## src/sv/fat_cluster_chain_table_defines.svh

```systemverilog
// assertion macros for the cluster table datapath rtl
`ifndef FAT_CLUSTER_CHAIN_TABLE_DEFINES_SVH
`define FAT_CLUSTER_CHAIN_TABLE_DEFINES_SVH

// clocked check on i_clk, off while i_rst_n is low
`define FCCT_ASSERT_CLK(label, prop) \
    label: assert property (@(posedge i_clk) disable iff (!i_rst_n) prop) \
        else $error("fcct assertion failed");

// same-cycle implication built on the macro above
`define FCCT_ASSERT_IMPLIES(label, pre, post) \
    `FCCT_ASSERT_CLK(label, (pre) |-> (post))

`endif

```

## src/sv/fcct_pkg.sv

```systemverilog
// types, constants and codes of the cluster table
`default_nettype none
package fcct_pkg;

    localparam int TABLE_ENTRIES = 16384;
    localparam int IDX_W         = $clog2(TABLE_ENTRIES);
    localparam int CNT_W         = $clog2(TABLE_ENTRIES + 1);
    localparam int CMP_W         = 17;

    localparam logic [15:0] END_OF_CHAIN       = 16'hFFF8;
    localparam logic [15:0] ENTRY0_RESET       = 16'hFFF8;
    localparam logic [15:0] ENTRY1_RESET       = 16'hFFFF;
    localparam logic [15:0] FIRST_DATA_CLUSTER = 16'd2;

    localparam logic [14:0] ENTRIES_RESET    = 15'd16384;
    localparam logic [31:0] DATA_START_RESET = 32'd161;
    localparam logic [7:0]  SPC_RESET        = 8'd1;

    typedef enum logic [1:0] {
        ACT_ALLOC = 2'd0,
        ACT_NEXT  = 2'd1,
        ACT_LINK  = 2'd2,
        ACT_FREE  = 2'd3
    } t_action;

    typedef enum logic [1:0] {
        ST_OK    = 2'd0,
        ST_FULL  = 2'd1,
        ST_RANGE = 2'd2,
        ST_LIMIT = 2'd3
    } t_status;

    typedef enum logic [1:0] {
        REG_ENTRIES    = 2'd0,
        REG_DATA_START = 2'd1,
        REG_SPC        = 2'd2
    } t_reg_idx;

    typedef enum logic [3:0] {
        S_CLEAR,
        S_IDLE,
        S_DECODE,
        S_SCAN_RD,
        S_SCAN_CHK,
        S_NEXT_DATA,
        S_FREE_CHK,
        S_FREE_WR,
        S_MUL,
        S_DONE
    } t_state;

    typedef enum logic [1:0] {
        ADDR_HOLD,
        ADDR_TWO,
        ADDR_INC,
        ADDR_DATA
    } t_addr_op;

    typedef enum logic [1:0] {
        WD_ZERO,
        WD_EOC,
        WD_VAL
    } t_wdata_sel;

    typedef enum logic [2:0] {
        RES_HOLD,
        RES_CL,
        RES_ADDR,
        RES_ZERO,
        RES_DATA
    } t_res_op;

    typedef struct packed {
        logic [31:0]      data_start;
        logic [7:0]       spc;
        logic [CNT_W-1:0] live;
    } t_cfg;

    typedef struct packed {
        logic       ld_in;
        logic       clr_step;
        t_addr_op   addr_op;
        logic       rd;
        logic       wr;
        t_wdata_sel wsel;
        t_res_op    res_op;
        t_status    res_st;
        logic       steps_inc;
        logic       mul;
        logic       out_load;
    } t_cmd;

    typedef struct packed {
        logic    clr_last;
        t_action act;
        logic    in_chain;
        logic    addr_lt_n;
        logic    steps_ge_n;
        logic    rdata_zero;
        logic    out_free;
    } t_sts;

endpackage
`default_nettype wire

```

## src/sv/fcct_ctrl.sv

```systemverilog
// request sequencer for the cluster table
`default_nettype none
module fcct_ctrl (
    input  wire logic           i_clk,
    input  wire logic           i_rst_n,
    input  wire logic           i_in_valid,
    output logic                o_in_ready,
    input  wire fcct_pkg::t_sts i_sts,
    output fcct_pkg::t_cmd      o_cmd
);

    fcct_pkg::t_state r_state;
    fcct_pkg::t_state n_state;

    always_ff @(posedge i_clk) begin
        if (!i_rst_n) begin
            r_state <= fcct_pkg::S_CLEAR;
        end else begin
            r_state <= n_state;
        end
    end

    // next state
    always_comb begin
        n_state = r_state;
        unique case (r_state)
            fcct_pkg::S_CLEAR: begin
                if (i_sts.clr_last) n_state = fcct_pkg::S_IDLE;
            end
            fcct_pkg::S_IDLE: begin
                if (i_in_valid) n_state = fcct_pkg::S_DECODE;
            end
            fcct_pkg::S_DECODE: begin
                unique case (i_sts.act)
                    fcct_pkg::ACT_ALLOC: n_state = fcct_pkg::S_SCAN_RD;
                    fcct_pkg::ACT_NEXT: begin
                        n_state = i_sts.addr_lt_n ? fcct_pkg::S_NEXT_DATA : fcct_pkg::S_MUL;
                    end
                    fcct_pkg::ACT_LINK:  n_state = fcct_pkg::S_MUL;
                    fcct_pkg::ACT_FREE:  n_state = fcct_pkg::S_FREE_CHK;
                endcase
            end
            fcct_pkg::S_SCAN_RD: begin
                n_state = i_sts.addr_lt_n ? fcct_pkg::S_SCAN_CHK : fcct_pkg::S_MUL;
            end
            fcct_pkg::S_SCAN_CHK: begin
                n_state = i_sts.rdata_zero ? fcct_pkg::S_MUL : fcct_pkg::S_SCAN_RD;
            end
            fcct_pkg::S_NEXT_DATA: n_state = fcct_pkg::S_MUL;
            fcct_pkg::S_FREE_CHK: begin
                if (i_sts.in_chain && i_sts.addr_lt_n && !i_sts.steps_ge_n) begin
                    n_state = fcct_pkg::S_FREE_WR;
                end else begin
                    n_state = fcct_pkg::S_MUL;
                end
            end
            fcct_pkg::S_FREE_WR: n_state = fcct_pkg::S_FREE_CHK;
            fcct_pkg::S_MUL:     n_state = fcct_pkg::S_DONE;
            fcct_pkg::S_DONE: begin
                if (i_sts.out_free) n_state = fcct_pkg::S_IDLE;
            end
            default: n_state = fcct_pkg::S_CLEAR;
        endcase
    end

    // outputs
    always_comb begin
        o_in_ready      = 1'b0;
        o_cmd.ld_in     = 1'b0;
        o_cmd.clr_step  = 1'b0;
        o_cmd.addr_op   = fcct_pkg::ADDR_HOLD;
        o_cmd.rd        = 1'b0;
        o_cmd.wr        = 1'b0;
        o_cmd.wsel      = fcct_pkg::WD_ZERO;
        o_cmd.res_op    = fcct_pkg::RES_HOLD;
        o_cmd.res_st    = fcct_pkg::ST_OK;
        o_cmd.steps_inc = 1'b0;
        o_cmd.mul       = 1'b0;
        o_cmd.out_load  = 1'b0;
        unique case (r_state)
            fcct_pkg::S_CLEAR: o_cmd.clr_step = 1'b1;
            fcct_pkg::S_IDLE: begin
                o_in_ready  = 1'b1;
                o_cmd.ld_in = i_in_valid;
            end
            fcct_pkg::S_DECODE: begin
                unique case (i_sts.act)
                    fcct_pkg::ACT_ALLOC: o_cmd.addr_op = fcct_pkg::ADDR_TWO;
                    fcct_pkg::ACT_NEXT: begin
                        if (i_sts.addr_lt_n) begin
                            o_cmd.rd = 1'b1;
                        end else begin
                            o_cmd.res_op = fcct_pkg::RES_CL;
                            o_cmd.res_st = fcct_pkg::ST_RANGE;
                        end
                    end
                    fcct_pkg::ACT_LINK: begin
                        o_cmd.res_op = fcct_pkg::RES_CL;
                        if (i_sts.addr_lt_n) begin
                            o_cmd.wr   = 1'b1;
                            o_cmd.wsel = fcct_pkg::WD_VAL;
                        end else begin
                            o_cmd.res_st = fcct_pkg::ST_RANGE;
                        end
                    end
                    fcct_pkg::ACT_FREE: ;
                endcase
            end
            fcct_pkg::S_SCAN_RD: begin
                if (i_sts.addr_lt_n) begin
                    o_cmd.rd = 1'b1;
                end else begin
                    o_cmd.res_op = fcct_pkg::RES_ZERO;
                    o_cmd.res_st = fcct_pkg::ST_FULL;
                end
            end
            fcct_pkg::S_SCAN_CHK: begin
                if (i_sts.rdata_zero) begin
                    o_cmd.wr     = 1'b1;
                    o_cmd.wsel   = fcct_pkg::WD_EOC;
                    o_cmd.res_op = fcct_pkg::RES_ADDR;
                end else begin
                    o_cmd.addr_op = fcct_pkg::ADDR_INC;
                end
            end
            fcct_pkg::S_NEXT_DATA: o_cmd.res_op = fcct_pkg::RES_DATA;
            fcct_pkg::S_FREE_CHK: begin
                priority if (!i_sts.in_chain) begin
                    o_cmd.res_op = fcct_pkg::RES_CL;
                end else if (!i_sts.addr_lt_n) begin
                    o_cmd.res_op = fcct_pkg::RES_CL;
                    o_cmd.res_st = fcct_pkg::ST_RANGE;
                end else if (i_sts.steps_ge_n) begin
                    o_cmd.res_op = fcct_pkg::RES_CL;
                    o_cmd.res_st = fcct_pkg::ST_LIMIT;
                end else begin
                    o_cmd.rd = 1'b1;
                end
            end
            fcct_pkg::S_FREE_WR: begin
                o_cmd.wr        = 1'b1;
                o_cmd.wsel      = fcct_pkg::WD_ZERO;
                o_cmd.addr_op   = fcct_pkg::ADDR_DATA;
                o_cmd.steps_inc = 1'b1;
            end
            fcct_pkg::S_MUL:  o_cmd.mul = 1'b1;
            fcct_pkg::S_DONE: o_cmd.out_load = i_sts.out_free;
            default: ;
        endcase
    end

endmodule
`default_nettype wire

```

## config.mk

```make
export PLATFORM = sky130hd
export DESIGN_NAME = fcct_ctrl
export DESIGN_NICKNAME = d
export VERILOG_FILES = /design/src/sv/fat_cluster_chain_table_defines.svh /design/src/sv/fcct_pkg.sv /design/src/sv/fcct_ctrl.sv
export SDC_FILE = /design/constraint.sdc
export NUM_CORES = 1
export LEC_CHECK = 0
export BUFFER_PORTS_ARGS = -buffer_cell sky130_fd_sc_hd__buf_2
export CAP_MARGIN = 20
export CORE_UTILIZATION = 40
export DETAILED_ROUTE_END_ITERATION = 10
export GPL_TIMING_DRIVEN = 0
export PLACE_DENSITY = 0.76
export SETUP_SLACK_MARGIN = 0.02
export SYNTH_ARGS = -nofsm -noshare
export SYNTH_HDL_FRONTEND = slang
export SYNTH_SLANG_ARGS = --single-unit
```

## constraint.sdc

```tcl
create_clock -name i_clk -period 5 [get_ports i_clk]
set_input_delay 1 -clock i_clk [delete_from_list [all_inputs] [get_ports i_clk]]
set_output_delay 1 -clock i_clk [all_outputs]
set_load 0.05 [all_outputs]
```

; Yosys cells after proc, flatten, opt, wreduce, memory -nomap -nowiden
; Cells that the tools add are included.
[word_totals]
inputBits = 11
register_bits = 4
[classes]
muxes = 38
n_eq_ne = 15
reduce_logical = 6
[ops]
columns = operator, count
row1 = one-hot mux 4 bit (10 select lines), 1
row2 = 2-to-1 mux 4 bit, 8
row3 = "== test 4 x 3 -> 1 bit, second input constant", 4
row4 = one-hot mux 4 bit (4 select lines), 1
row5 = 2-to-1 mux 3 bit, 5
row6 = one-hot mux 3 bit (5 select lines), 1
row7 = 2-to-1 mux 1 bit, 13
row8 = one-hot mux 2 bit (3 select lines), 2
row9 = one-hot mux 5 bit (2 select lines), 1
row10 = one-hot mux 3 bit (3 select lines), 1
row11 = "== test 4 x 2 -> 1 bit, second input constant", 2
row12 = "== test 4 bit, second input constant", 2
row13 = 2-to-1 mux 2 bit, 3
row14 = 2-to-1 mux 6 bit, 1
row15 = "!= test 2 bit, second input constant", 3
row16 = "== test 2 bit, second input constant", 2
row17 = "== test 4 x 1 -> 1 bit, second input constant", 1
row18 = logical NOT 4 bit, 1
row19 = one-hot mux 1 bit (3 select lines), 1
row20 = AND reduction 3 bit, 1
row21 = "== test 2 x 1 -> 1 bit, second input constant", 1
row22 = logical AND 1 bit, 2
row23 = logical NOT 2 bit, 1
row24 = logical NOT 1 bit, 1

; Logic depth before layout (Yosys ltp)
[logic_depth]
word_depth = 4
ltp_mapped = 6
ltp_nobuf = 6

; Worst setup path after synthesis
; OpenSTA, ideal clock, no wires.
[synth_timing]
kind = input -> output
start = input i_sts[2] (netlist bit)
end = output o_cmd[11] (netlist bit)
arrival_ns = 2.492
t_required_ns = 4.000
n_path_buf = 0
setup_slack_ns = 1.508
cell_stages = 3
cell_sequence = and3b_1 or3b_2 a21oi_1
[synth_lines]
columns = item, line_no
row1 = start: declaration, fcct_ctrl.sv:8  ; input wire fcct_pkg::t_sts i_sts,
row2 = end: declaration, fcct_ctrl.sv:9  ; output fcct_pkg::t_cmd o_cmd

==> results_dict.tcl <==
set metrics [dict create \
    r2r_slack_ns 3.51 \
    period_minus_slack_ns 3.41 \
    power.share.clock_pct 24.5 \
    ir_drop_mv 0.140 \
    synth-seq-area-share_pct 11.6 \
    cts_sinks 4 \
    dp.cells 144 \
    dp_hpwl_microns 1410 \
    clkTransAtPathRegs_ns 0.03 \
    n_antenna_cell 0 \
    max-cap-violations 0 \
    max_freq_ghz 0.294 \
    ant_nets 0 \
    critical_path.cell_chain "buf_2, and3b_1, or3b_2, a21oi_1, o21bai_1, buf_2" \
    power_mw 0.164 \
    failed_checks "DRC" \
    drt_wl_total_microns 1810 \
    drive_above_1_share_pct 29.0 \
    grt-busiest-layer "met2" \
    core_sq_um 1560 \
    grt_pass1_vias 734 \
    rsz0062_at_grt "no" \
    via_count 834 \
    pwr-share-seq_pct 22.4 \
    p_int_mw 0.0911 \
    met3_usage_pct 5.42 \
    largest_register "r_state" \
    overflow 0 \
    grt.total_usage_pct 21.4 \
    antenna_found_initial 0 \
    finalSetupViolations 0 \
    drc_errors 6 \
    final.setup.tns_ns 0 \
    post_dp_cell_area_sq_um 845 \
    post_cts_resized 0 \
    fillers 165 \
    crit_slowest_cell "or3b_2" \
    rows 14 \
    crit_arrival_ns 2.41 \
    reg2regPathDepth 5 \
    cpMostUsedCell "buf_2" \
    final_cell_area_sq_um 867 \
    required_ns 4.00 \
    setup_slack_ns 1.59 \
    clockBufferDepth 2 \
    stdcell_count 147 \
    cts_hold_buf 0 \
    postCtsSetupBuffers 0 \
    worst_slew_pin_slew_ns 0.415 \
    crit_end "o_cmd[5]" \
    reg2reg_from "r_state[3]" \
    share_comb_of_total_power_pct 53.2 \
    top_regs "r_state x4" \
    met2_usage_pct 34.5 \
    yosys_warnings 0 \
    p_leak_nw 0.391 \
    syn_inst 101 \
    p_sw_mw 0.0726 \
    nNetsFinal 148 \
    first_pass_iters 7 \
    cp-end-kind "output pin" \
    dieArea_sq_um 1890 \
    synth_area_sq_um 689 \
    grt_max_degree 11 \
    p_per_area_nw_per_um2 189 \
    via_per_inst 5.67 \
    power.share.switching_pct 44.3 \
    met1_usage_pct 26.5 \
    drt_iter0_drc 28 \
    maxSlewViolCount 0 \
    numCtsBuffers 3 \
    path_max_fanout 5 \
    place_ws_ns 1.60 \
    synth_seq_cells 4 \
    slew_headroom_pct 72.3 \
    cp-start-kind "input port" \
    multi_input_area_sq_um 551 \
    insertion_delay_ns 0.24 \
    die_w_microns 43.5 \
    synth.distinct_cells 35 \
    routedWlPerCell_microns 12.3 \
    cts_tree "built" \
    syn_to_final_growth_pct 25.8 \
    skew_ns 0.00114 \
    avgSynthCellArea_sq_um 6.83 \
    htreeDepth 1 \
    path_class "input port to output pin" \
    period_share_pct 68.1 \
    die_y_microns 43.5 \
    rr_endpoint "r_state[3]" \
    slowest_delay_ns 0.45 \
    syn_nets 116 \
    hold_viol 0 \
    status "finished, violations left" \
    worstSetupStartpoint "i_sts[4]" \
    boundaryPins 28 \
    grt_pass1_wl_microns 3040 \
    io_buffers 27 \
    largest_reg_flops 4 \
    hp-class "register to register" \
    cts_root_buf "clkbuf_4" \
    start_util_pct 44.2 \
    regArea_sq_um 80.1 \
    gp_congestion 0.870 \
]
kinds of logic (layout without fill, tap and decap cells):
| logic type | Yosys count | count (layout) | synth area share, % |
|---|---|---|---|
| mux | 2 | 2 | 2.90 |
| simple gates | 51 | 51 | 41.9 |
| buf+inv | 12 | 42 | 8.53 |
| compound gates | 28 | 28 | 27.8 |
| fa+ha+maj | 4 | 4 | 7.26 |
| flops | 4 | 4 | 11.6 |
cell usage in the layout, fill, tap and decap left out, types with 3 or more instances in the layout:
cell type and n:
buf_2 29, o21ai_0 4, clkbuf_1 5, ha_1 4
nand2b_1 3, nor2_1 13, nor3_1 3, a21oi_1 10
nor3b_1 4, nor2b_1 7, dfxtp_1 4, and3_1 3
clkbuf_4 3, nand2_1 9, inv_1 3
Yosys cell counts:
master,count,area [sq um]
o21ai_0,4,20.0
a211oi_2,1,12.5
nand3b_1,1,7.51
inv_1,3,11.3
o21a_1,2,15.0
nand3_1,2,10.0
o211ai_1,1,7.51
o32a_1,2,20.0
a2bb2oi_1,1,8.76
buf_6,1,11.3
o21bai_1,2,15.0
or3b_2,2,17.5
a311oi_1,1,8.76
nor2b_1,7,43.8
ha_1,4,50.1
clkbuf_1,5,18.8
and3b_1,1,8.76
nor4_1,1,6.26
dfxtp_1,4,80.1
nor2_1,13,48.8
and3_1,3,18.8
o2111a_1,1,11.3
nor4b_4,1,23.8
a32oi_1,1,8.76
buf_4,1,7.51
nor3_1,3,15.0
a21oi_1,10,50.1
o22ai_1,1,6.26
mux2i_1,2,20.0
nand2_1,9,33.8
or3_1,1,6.26
nor3b_1,4,30.0
nand2b_1,3,18.8
a211oi_1,1,7.51
buf_2,2,10.0
power groups by stage:
stage          combinational, mW  clock (mW)  sequential [mW]
3_3_place_gp              0.0852           0           0.0370
4_1_cts                   0.0865      0.0427           0.0365
5_1_grt                   0.0952      0.0451           0.0368
6_report                  0.0870      0.0401           0.0366
3_5_place_dp              0.0859           0           0.0370
2_1_floorplan             0.0663           0           0.0366
worst min-delay path by stage:
stage	start	endpoint	slack, ns	cells past startpoint
3_3_place_gp	r_state[1]	r_state[1]	0.70	2
2_1_floorplan	r_state[1]	r_state[1]	0.63	2
6_report	r_state[1]	r_state[1]	0.71	2
3_5_place_dp	r_state[1]	r_state[1]	0.70	2
4_1_cts	r_state[1]	r_state[1]	0.70	2
5_1_grt	r_state[1]	r_state[1]	0.78	2
metrics by stage:
stage	hold slack, ns	util, %
after floorplan	0.628	-
after global placement	0.699	54.2
after detailed placement	0.697	54.2
after CTS	0.701	55.6
after global routing	0.778	55.6
final	0.715	55.6
layer usage:
| layer | part of all wire (%) | up-vias |
|---|---|---|
| li1 | - | 423 |
| met1 | 46 | 377 |
| met2 | 47 | 32 |
| met3 | 6.0 | 2 |
| met4 | 0.94 | 0 |
| met5 | 0 | - |
cell type report:
cell class                      count  share of cell area (%)
Buffer                              9                    5.48
Clock buffer                        3                    2.60
Tap cell                           16                    2.31
Inverter                            3                    1.30
Sequential cell                     4                    9.24
Multi-Input combinational cell     85                    63.5
Timing Repair Buffer               27                    15.6
critical path, delay by kind of cell:
family | cells | cell delay, ns
AO/OA/AOI/OAI | 2 | 0.36
buffers and inverters | 2 | 0.37
AND/OR/NAND/NOR | 2 | 0.67
Note: power is estimated with default switching activity, not from simulation.
